[src/keypad_change_event_scanner_defines.svh]
`ifndef KEYPAD_CHANGE_EVENT_SCANNER_DEFINES_SVH
`define KEYPAD_CHANGE_EVENT_SCANNER_DEFINES_SVH

// Both macros expect clk and rst_n to be visible where they are used.

// The consequent must hold in the same cycle as the antecedent.
`define KCES_ASSERT_SAME(label, ante, cons, msg) \
    label: assert property (@(posedge clk) disable iff (!rst_n) (ante) |-> (cons)) \
        else $error(msg);

// The consequent must hold in the cycle after the antecedent.
`define KCES_ASSERT_NEXT(label, ante, cons, msg) \
    label: assert property (@(posedge clk) disable iff (!rst_n) (ante) |=> (cons)) \
        else $error(msg);

`endif

[src/kces_pkg.sv]
package kces_pkg;

    localparam int SAMPLE_BITS  = 16;
    localparam int NOW_W        = 32;
    localparam int DEBOUNCE_W   = 16;
    localparam int DIM_REG_W    = 3;
    localparam int CFG_ADDR_W   = 2;
    localparam int CFG_DATA_W   = 16;
    localparam int IN_TDATA_W   = 48;
    localparam int OUT_TDATA_W  = 8;
    localparam int KEY_FIELD_W  = 2;

    localparam int DEF_MAX_ROWS = 4;
    localparam int DEF_MAX_COLS = 4;

    localparam logic [CFG_ADDR_W-1:0] CFG_DEBOUNCE = 2'd0;
    localparam logic [CFG_ADDR_W-1:0] CFG_ROWS     = 2'd1;
    localparam logic [CFG_ADDR_W-1:0] CFG_COLS     = 2'd2;

    localparam logic [DEBOUNCE_W-1:0] DEBOUNCE_RST = 16'd10;
    localparam logic [DEBOUNCE_W-1:0] DEBOUNCE_MIN = 16'd1;
    localparam logic [DIM_REG_W-1:0]  ROWS_RST     = 3'd4;
    localparam logic [DIM_REG_W-1:0]  COLS_RST     = 3'd4;

    typedef enum logic [1:0] {
        ST_IDLE,
        ST_CHECK,
        ST_WALK
    } scan_state_t;

    typedef struct packed {
        logic                   start;
        logic [SAMPLE_BITS-1:0] sample;
    } walk_ctrl_t;

    typedef struct packed {
        logic busy;
        logic done;
    } walk_status_t;

endpackage

[src/kces_walker.sv]
module kces_walker #(
    parameter int MAX_ROWS = kces_pkg::DEF_MAX_ROWS,
    parameter int MAX_COLS = kces_pkg::DEF_MAX_COLS,
    localparam int RDIM_W  = $clog2(MAX_ROWS + 1),
    localparam int CDIM_W  = $clog2(MAX_COLS + 1)
) (
    input  logic                                clk,
    input  logic                                rst_n,
    input  kces_pkg::walk_ctrl_t                ctrl,
    output kces_pkg::walk_status_t              status,
    input  logic [RDIM_W-1:0]                   rows_eff,
    input  logic [CDIM_W-1:0]                   cols_eff,
    output logic                                m_tvalid,
    input  logic                                m_tready,
    // m_tdata fields from bit 0: key_row[1:0], key_col[3:2], pressed[4], zero pad [7:5]
    output logic [kces_pkg::OUT_TDATA_W-1:0]    m_tdata,
    // m_tlast carries last_event
    output logic                                m_tlast
);
    import kces_pkg::*;

    localparam int KEY_SLOTS  = MAX_ROWS * MAX_COLS;
    localparam int STATE_BITS = (KEY_SLOTS < SAMPLE_BITS) ? KEY_SLOTS : SAMPLE_BITS;
    localparam int STEP_W     = (STATE_BITS > 1) ? $clog2(STATE_BITS) : 1;
    localparam int RIDX_W     = (MAX_ROWS > 1) ? $clog2(MAX_ROWS) : 1;
    localparam int CIDX_W     = (MAX_COLS > 1) ? $clog2(MAX_COLS) : 1;

    // Stored key states rotate once round per scan, so the key under test is always bit 0.
    logic [STATE_BITS-1:0] state_reg, state_next;
    logic [STATE_BITS-1:0] samp_reg, samp_next;
    logic [STATE_BITS-1:0] diff_reg, diff_next;
    logic [STEP_W-1:0]     step_reg, step_next;
    logic [RIDX_W-1:0]     row_reg, row_next;
    logic [CIDX_W-1:0]     col_reg, col_next;
    logic                  busy_reg, busy_next;

    logic                  out_valid_reg, out_valid_next;
    logic [RIDX_W-1:0]     out_row_reg, out_row_next;
    logic [CIDX_W-1:0]     out_col_reg, out_col_next;
    logic                  out_pressed_reg, out_pressed_next;
    logic                  out_last_reg, out_last_next;

    logic [STATE_BITS-1:0] active_mask;
    logic [STATE_BITS-1:0] diff_rest;
    logic                  advance;
    logic                  final_step;
    logic [RIDX_W+1:0]     row_ext;
    logic [CIDX_W+1:0]     col_ext;

    always_comb
    begin
        for (int i = 0; i < STATE_BITS; i++)
        begin
            active_mask[i] = (i < int'(rows_eff) * int'(cols_eff));
        end
    end

    assign advance    = busy_reg && (!out_valid_reg || m_tready);
    assign final_step = (step_reg == STEP_W'(STATE_BITS - 1));
    assign diff_rest  = diff_reg >> 1;

    always_comb
    begin
        state_next       = state_reg;
        samp_next        = samp_reg;
        diff_next        = diff_reg;
        step_next        = step_reg;
        row_next         = row_reg;
        col_next         = col_reg;
        busy_next        = busy_reg;
        out_valid_next   = out_valid_reg;
        out_row_next     = out_row_reg;
        out_col_next     = out_col_reg;
        out_pressed_next = out_pressed_reg;
        out_last_next    = out_last_reg;

        if (out_valid_reg && m_tready)
        begin
            out_valid_next = 1'b0;
        end

        if (ctrl.start)
        begin
            samp_next = ctrl.sample[STATE_BITS-1:0];
            diff_next = (ctrl.sample[STATE_BITS-1:0] ^ state_reg) & active_mask;
            step_next = '0;
            row_next  = '0;
            col_next  = '0;
            busy_next = 1'b1;
        end
        else if (advance)
        begin
            if (diff_reg[0])
            begin
                out_valid_next   = 1'b1;
                out_row_next     = row_reg;
                out_col_next     = col_reg;
                out_pressed_next = samp_reg[0];
                out_last_next    = (diff_rest == '0);
            end
            state_next = (state_reg >> 1)
                       | (STATE_BITS'(state_reg[0] ^ diff_reg[0]) << (STATE_BITS - 1));
            samp_next  = samp_reg >> 1;
            diff_next  = diff_rest;
            step_next  = step_reg + 1'b1;
            if (int'(col_reg) == int'(cols_eff) - 1)
            begin
                col_next = '0;
                row_next = row_reg + 1'b1;
            end
            else
            begin
                col_next = col_reg + 1'b1;
            end
            if (final_step)
            begin
                busy_next = 1'b0;
            end
        end
    end

    always_ff @(posedge clk or negedge rst_n)
    begin
        if (!rst_n)
        begin
            state_reg     <= '0;
            step_reg      <= '0;
            row_reg       <= '0;
            col_reg       <= '0;
            busy_reg      <= 1'b0;
            out_valid_reg <= 1'b0;
        end
        else
        begin
            state_reg     <= state_next;
            step_reg      <= step_next;
            row_reg       <= row_next;
            col_reg       <= col_next;
            busy_reg      <= busy_next;
            out_valid_reg <= out_valid_next;
        end
    end

    always_ff @(posedge clk)
    begin
        samp_reg        <= samp_next;
        diff_reg        <= diff_next;
        out_row_reg     <= out_row_next;
        out_col_reg     <= out_col_next;
        out_pressed_reg <= out_pressed_next;
        out_last_reg    <= out_last_next;
    end

    assign row_ext = {2'b00, out_row_reg};
    assign col_ext = {2'b00, out_col_reg};

    assign m_tvalid = out_valid_reg;
    assign m_tdata  = {3'b000, out_pressed_reg,
                       col_ext[KEY_FIELD_W-1:0], row_ext[KEY_FIELD_W-1:0]};
    assign m_tlast  = out_last_reg;

    assign status.busy = busy_reg;
    assign status.done = advance && final_step;

endmodule

[src/keypad_change_event_scanner.sv]
// Accepts one transaction when idle, then checks the elapsed time in the CHECK state.
// A due scan then walks the key state shift register one key per cycle while the output
// is not stalled, over min(16, rows*cols of the build) key positions; no new transaction
// is taken until the walk ends. Each changed key in the walk yields one event.
// Output stalls pause the walk. Asynchronous active-low reset clears all key states,
// the last scan time, and restores debounce 10 ms with a 4 by 4 geometry.
`include "keypad_change_event_scanner_defines.svh"

module keypad_change_event_scanner #(
    parameter int MAX_ROWS = kces_pkg::DEF_MAX_ROWS,
    parameter int MAX_COLS = kces_pkg::DEF_MAX_COLS
) (
    input  logic                                clk,
    input  logic                                rst_n,
    input  logic                                cfg_we,
    input  logic [kces_pkg::CFG_ADDR_W-1:0]     cfg_addr,
    input  logic [kces_pkg::CFG_DATA_W-1:0]     cfg_wdata,
    input  logic                                s_tvalid,
    output logic                                s_tready,
    // s_tdata fields from bit 0: now_ms[31:0], key_sample[47:32]
    input  logic [kces_pkg::IN_TDATA_W-1:0]     s_tdata,
    output logic                                m_tvalid,
    input  logic                                m_tready,
    // m_tdata fields from bit 0: key_row[1:0], key_col[3:2], pressed[4], zero pad [7:5]
    output logic [kces_pkg::OUT_TDATA_W-1:0]    m_tdata,
    // m_tlast carries last_event
    output logic                                m_tlast
);
    import kces_pkg::*;

    localparam int RDIM_W = $clog2(MAX_ROWS + 1);
    localparam int CDIM_W = $clog2(MAX_COLS + 1);

    scan_state_t state_reg, state_next;

    logic [DEBOUNCE_W-1:0]  debounce_ms_reg, debounce_ms_next;
    logic [DIM_REG_W-1:0]   rows_in_use_reg, rows_in_use_next;
    logic [DIM_REG_W-1:0]   cols_in_use_reg, cols_in_use_next;
    logic [NOW_W-1:0]       last_scan_reg, last_scan_next;
    logic [NOW_W-1:0]       now_reg;
    logic [SAMPLE_BITS-1:0] sample_reg;

    logic [NOW_W-1:0]       elapsed;
    logic                   scan_due;
    logic [RDIM_W-1:0]      rows_eff;
    logic [CDIM_W-1:0]      cols_eff;
    walk_ctrl_t             walk_ctrl;
    walk_status_t           walk_status;

    always_comb
    begin
        debounce_ms_next = debounce_ms_reg;
        rows_in_use_next = rows_in_use_reg;
        cols_in_use_next = cols_in_use_reg;
        if (cfg_we)
        begin
            case (cfg_addr)
                CFG_DEBOUNCE:
                begin
                    debounce_ms_next = (cfg_wdata[DEBOUNCE_W-1:0] == '0)
                                     ? DEBOUNCE_MIN : cfg_wdata[DEBOUNCE_W-1:0];
                end
                CFG_ROWS: rows_in_use_next = cfg_wdata[DIM_REG_W-1:0];
                CFG_COLS: cols_in_use_next = cfg_wdata[DIM_REG_W-1:0];
                default: ;
            endcase
        end
    end

    // Zero is taken as one, anything above the build's limit saturates.
    always_comb
    begin
        if (rows_in_use_reg == '0)
            rows_eff = RDIM_W'(1);
        else if (int'(rows_in_use_reg) > MAX_ROWS)
            rows_eff = RDIM_W'(MAX_ROWS);
        else
            rows_eff = RDIM_W'(rows_in_use_reg);

        if (cols_in_use_reg == '0)
            cols_eff = CDIM_W'(1);
        else if (int'(cols_in_use_reg) > MAX_COLS)
            cols_eff = CDIM_W'(MAX_COLS);
        else
            cols_eff = CDIM_W'(cols_in_use_reg);
    end

    assign elapsed  = now_reg - last_scan_reg;
    assign scan_due = (elapsed > {{(NOW_W - DEBOUNCE_W){1'b0}}, debounce_ms_reg});

    always_comb
    begin
        state_next = state_reg;
        case (state_reg)
            ST_IDLE:
            begin
                if (s_tvalid)
                    state_next = ST_CHECK;
            end
            ST_CHECK:
            begin
                state_next = scan_due ? ST_WALK : ST_IDLE;
            end
            ST_WALK:
            begin
                if (walk_status.done)
                    state_next = ST_IDLE;
            end
            default: state_next = ST_IDLE;
        endcase
    end

    always_comb
    begin
        s_tready         = 1'b0;
        walk_ctrl.start  = 1'b0;
        walk_ctrl.sample = sample_reg;
        last_scan_next   = last_scan_reg;
        case (state_reg)
            ST_IDLE:  s_tready = 1'b1;
            ST_CHECK:
            begin
                if (scan_due)
                begin
                    walk_ctrl.start = 1'b1;
                    last_scan_next  = now_reg;
                end
            end
            ST_WALK:  ;
            default:  ;
        endcase
    end

    always_ff @(posedge clk or negedge rst_n)
    begin
        if (!rst_n)
        begin
            state_reg       <= ST_IDLE;
            debounce_ms_reg <= DEBOUNCE_RST;
            rows_in_use_reg <= ROWS_RST;
            cols_in_use_reg <= COLS_RST;
            last_scan_reg   <= '0;
        end
        else
        begin
            state_reg       <= state_next;
            debounce_ms_reg <= debounce_ms_next;
            rows_in_use_reg <= rows_in_use_next;
            cols_in_use_reg <= cols_in_use_next;
            last_scan_reg   <= last_scan_next;
        end
    end

    always_ff @(posedge clk)
    begin
        if (s_tvalid && s_tready)
        begin
            now_reg    <= s_tdata[NOW_W-1:0];
            sample_reg <= s_tdata[NOW_W +: SAMPLE_BITS];
        end
    end

    kces_walker #(
        .MAX_ROWS (MAX_ROWS),
        .MAX_COLS (MAX_COLS)
    ) u_walker (
        .clk      (clk),
        .rst_n    (rst_n),
        .ctrl     (walk_ctrl),
        .status   (walk_status),
        .rows_eff (rows_eff),
        .cols_eff (cols_eff),
        .m_tvalid (m_tvalid),
        .m_tready (m_tready),
        .m_tdata  (m_tdata),
        .m_tlast  (m_tlast)
    );

    `KCES_ASSERT_NEXT(a_accept_checks, s_tvalid && s_tready, state_reg == ST_CHECK,
        "accepted transaction did not move to the time check")
    `KCES_ASSERT_NEXT(a_start_busy, walk_ctrl.start, walk_status.busy && state_reg == ST_WALK,
        "scan start did not set the walker busy")
    `KCES_ASSERT_SAME(a_idle_walker, state_reg == ST_IDLE || state_reg == ST_CHECK,
        !walk_status.busy, "walker busy while the controller is not walking")
    `KCES_ASSERT_NEXT(a_done_idle, walk_status.done, !walk_status.busy && state_reg == ST_IDLE,
        "walk finished but controller or walker did not return to idle")

endmodule

[config.mk]
export PLATFORM = sky130hd
export DESIGN_NAME = keypad_change_event_scanner
export DESIGN_NICKNAME = d
export VERILOG_FILES = /design/src/kces_pkg.sv /design/src/kces_walker.sv /design/src/keypad_change_event_scanner.sv
export VERILOG_INCLUDE_DIRS = /design/src /design/src/src
export SDC_FILE = /design/constraint.sdc
export NUM_CORES = 1
export LEC_CHECK = 0
export CORE_MARGIN = 8
export CORE_UTILIZATION = 58
export CTS_CLUSTER_DIAMETER = 60
export DETAILED_ROUTE_END_ITERATION = 10
export DONT_BUFFER_PORTS = 1
export PLACE_DENSITY_LB_ADDON = 0.08
export SLEW_MARGIN = 20
export SYNTH_ARGS = -nofsm -noshare
export SYNTH_HDL_FRONTEND = slang
export SYNTH_SLANG_ARGS = --single-unit
[constraint.sdc]
create_clock -name clk -period 5.1 [get_ports clk]
set_input_delay 1.02 -clock clk [delete_from_list [all_inputs] [get_ports clk]]
set_output_delay 1.02 -clock clk [all_outputs]
set_load 0.05 [all_outputs]
==> results.txt <==
Yosys attributes the largest share of cell area to sky130_fd_sc_hd__edfxtp_1 27%, sky130_fd_sc_hd__dfrtp_1 21%, sky130_fd_sc_hd__ha_1 7.2%. Counting the fill cells in the layout gives 1,232. The register clock-pin slew on the reported worst setup and hold paths is 60 ps.

The top fanout value on the critical path is 22. The final number of hold-violating endpoints is 0. The count of H-tree levels built during CTS is 4. The layout overhead on the synthesized area came out at 8.95%. The post-synthesis instance total is 849. The amount of wire on met3 after detailed routing came out at 867 um. The final critical delay including setup and external delays came out at 4680 ps.

The setup-violating endpoint count in the final report came out at 0. The number of nets in the layout came out at 980. The placer congestion estimate came out at 0.952. sky130_fd_sc_hd__edfxtp_1 takes more of the synthesized area than any other cell. The total congestion overflow is 0. The count of pins over their slew limit came out at 0. The peak clock frequency supported by timing is 214 MHz. The endpoint arrival time on the critical path came out at 4850 ps. The worst-case clock buffer depth came out at 2. In the final routed layout, each cell accounts on average for 18.4 um. The number of clock sinks seen by CTS came out at 168.

The multi-input gate area in the final layout came out at 4350 um^2. In the routed layout, each cell is associated on average with a via count of 5.89. The routed metal-1 wirelength is 9.09 mm. Setup repair after global routing left no endpoint under its margin. The total DRC errors in the routed layout is 0.

The post-route netlist has 16.0% of its cells at a drive strength greater than 1. The starting density of the core came out at 59.2%. The run finished with clean final reports.

The count of nets left with antenna violations after detail routing is 0. The count of unique library cells instantiated by Yosys is 73. The share of async-settable or async-resettable flops after synthesis came out at 48.8%. The via count of the first global-routing pass was 6,466. In the layout the commonest cells are 86 x sky130_fd_sc_hd__edfxtp_1, 81 x sky130_fd_sc_hd__inv_1, 78 x sky130_fd_sc_hd__dfrtp_1.

The final wirelength came out at 19.9 mm. The later-pin clock latency in the skew report is 430 ps. The TritonCTS buffer count came out at 17. The routed layout has 6,369 vias.

The ratio of final minimum period to clock period is 91.8%. The critical path in this run is classified as reg2reg. Leaving out fill and tap cells, the most frequent cell in the layout is sky130_fd_sc_hd__edfxtp_1.

The nature of the critical path endpoint is a register. A synthesized cell averages 11.1 um^2. The pre-antenna-repair detailed-routing pass consisted of 5 iterations. STA classifies the critical path startpoint as a register. Sequential cells were found to cover 49.4% of the synthesized design area.

The number of diodes came out at 0. Entering global routing, the biggest net connects 83 pins. The count of buffers added on input and output ports is 0.

The required arrival time at the worst endpoint is 5270 ps. The tightest min-delay check is of the in2async type. The DRC violation total after the first TritonRoute iteration is 482. The number of buffers inserted by hold repair at cts came out at 0. Once layout is done, the placed cells without fillers occupy 10,200 um^2. The placed wire-length estimate is 14.7 mm. Global routing used 20.3% of the available tracks across all layers. The overall power came out at 6950 uW.

The TritonCTS clock tree is done. Headroom to the max-slew limit came out at 24.9%. From left edge to right edge, the die measures 143 um. The transition at the pin with the smallest max-transition slack came out at 1120 ps. The number of antenna violations at the first check in global routing is 0.

In this run the count of I/O pins placed on the die edge is 82. The Yosys step of the flow raised 0 warnings. After synthesis the cells add up to 9400 um^2.

The leakage power total is 0.00415 uW. The synthesized design contains 168 register bits. After detailed routing, the met2 layer carries 9.64 mm of wire. In this run, synthesis inferred 86 flip-flops with an integrated enable.

Across the whole layout, storage elements account for 4640 um^2. The most used flip-flop cell after synthesis is sky130_fd_sc_hd__edfxtp_1. IR analysis of the VDD net gives a maximum drop of 0.383 mV.

The area of the placeable core is 15,900 um^2. The total die area is 20,500 um^2. The root buffer cell is sky130_fd_sc_hd__clkbuf_16.

The highest layer touched by signal routing is met4. The final setup skew came out at 8.42 ps. The vertical die dimension came out at 143 um. Power spread over the standard cell area amounts to 679 nW/um^2. The top cell type by area accounts for 27.5% of the synthesized area. The max capacitance violation total came out at 0. The total placed instance area is 9630 um^2. The first-pass GRT wire length is 32.9 mm. The number of placement rows is 46.
==> routing by layer <==
| layer | GRT usage, % | vias to the layer above |
|---|---|---|
| li1 | - | 3069 |
| met1 | 26.1 | 3118 |
| met2 | 33.6 | 152 |
| met3 | 4.51 | 30 |
| met4 | 6.36 | 0 |
| met5 | 0 | - |
==> where the power goes <==
part | switching, uW | total (uW) | internal (uW)
Clock | 533 | 1150 | 621
Combinational | 1920 | 3370 | 1450
Sequential | 392 | 2430 | 2030
Total | 2840 | 6950 | 4110
==> final cells by class <==
type | count | area share (%)
clock inverters | 15 | 1.01
flip-flops and latches | 168 | 45.3
multi-input cells | 571 | 42.5
clock buffers | 17 | 4.15
inverters | 81 | 2.97
repair buffers | 13 | 1.39
well taps | 216 | 2.64
==> cell usage after synthesis, types with 5 or more instances <==
library cell,number
sky130_fd_sc_hd__mux2_1,14
sky130_fd_sc_hd__or3_1,5
sky130_fd_sc_hd__nand4_1,9
sky130_fd_sc_hd__a21oi_1,53
sky130_fd_sc_hd__a31oi_1,5
sky130_fd_sc_hd__nand3_1,11
sky130_fd_sc_hd__ha_1,54
sky130_fd_sc_hd__o31ai_1,18
sky130_fd_sc_hd__o21bai_1,7
sky130_fd_sc_hd__buf_6,5
sky130_fd_sc_hd__nor3_1,15
sky130_fd_sc_hd__nor2_1,46
sky130_fd_sc_hd__o211ai_2,10
sky130_fd_sc_hd__a21o_1,10
sky130_fd_sc_hd__inv_1,81
sky130_fd_sc_hd__mux2_2,52
sky130_fd_sc_hd__nor2b_1,7
sky130_fd_sc_hd__o211ai_1,10
sky130_fd_sc_hd__xor2_1,14
sky130_fd_sc_hd__buf_2,8
sky130_fd_sc_hd__nand2_1,55
sky130_fd_sc_hd__xnor2_1,34
sky130_fd_sc_hd__nor4_1,7
sky130_fd_sc_hd__clkbuf_1,15
sky130_fd_sc_hd__and2_1,9
sky130_fd_sc_hd__o21ai_0,39
sky130_fd_sc_hd__dfrtp_1,78
sky130_fd_sc_hd__edfxtp_1,86
sky130_fd_sc_hd__o21a_1,7
sky130_fd_sc_hd__nand2b_1,7
==> cells by family after synthesis <==
family                   share of synthesized area, %
multiplexers                                     8.23
flip-flops                                       49.4
buffers and inverters                            5.18
AO/OA/AOI/OAI                                    14.6
adder cells (fa/ha/maj)                          7.83
other                                          0.0399
XOR/XNOR                                         4.47
AND/OR/NAND/NOR                                  10.3
==> final timing paths <==
path,start,to,slack [ps],depth (start not counted)
setup / recovery,last_scan_reg[9],u_walker.diff_reg[10],420,22
hold / removal,rst_n,last_scan_reg[10],290,0
setup reg to reg,last_scan_reg[9],u_walker.diff_reg[10],420,22
hold reg to reg,last_scan_reg[30],last_scan_reg[30],490,1
max in group asynchronous,rst_n,debounce_ms_reg[1],4580,0
min in group clk,last_scan_reg[30],last_scan_reg[30],490,1
==> what timing repair did <==
item                                    in CTS  in global routing
endpoints found under the setup margin      43                124
setup buffers                                0                  2
pin swaps                                    0                  4
gates cloned                                 0                  1
resized for setup                            3                 10
==> metrics by stage <==
stage	instances	hold WS, ps	util, %	setup WS (ps)	TNS (ps)
floorplan	851	400	-	24.5	0
global placement	1046	470	60.6	186	0
detailed placement	1046	479	60.6	-54.1	-1140
CTS	1078	270	64.0	50.8	0
global route	1081	262	64.5	74.1	0
finish	1081	286	64.5	418	0
==> worst max-delay path, cell delays in order (launching register included) <==
cell,delay [ps]
sky130_fd_sc_hd__dfrtp_1,380
sky130_fd_sc_hd__inv_1,60
sky130_fd_sc_hd__ha_2,310
sky130_fd_sc_hd__a21oi_4,170
sky130_fd_sc_hd__a21boi_1,100
sky130_fd_sc_hd__or3_1,360
sky130_fd_sc_hd__a21oi_2,170
sky130_fd_sc_hd__o21a_1,180
sky130_fd_sc_hd__nor2b_1,50
sky130_fd_sc_hd__o21ai_0,140
sky130_fd_sc_hd__nand2b_1,90
sky130_fd_sc_hd__xor2_1,140
sky130_fd_sc_hd__ha_1,300
sky130_fd_sc_hd__nand4_1,120
sky130_fd_sc_hd__nor3_2,170
sky130_fd_sc_hd__nand4_1,160
sky130_fd_sc_hd__o22ai_2,200
sky130_fd_sc_hd__o211ai_1,120
sky130_fd_sc_hd__a2111oi_2,270
sky130_fd_sc_hd__and3_4,280
sky130_fd_sc_hd__a21oi_4,100
sky130_fd_sc_hd__buf_12,220
sky130_fd_sc_hd__mux2_1,330
Power figures use the tool's default switching activity.
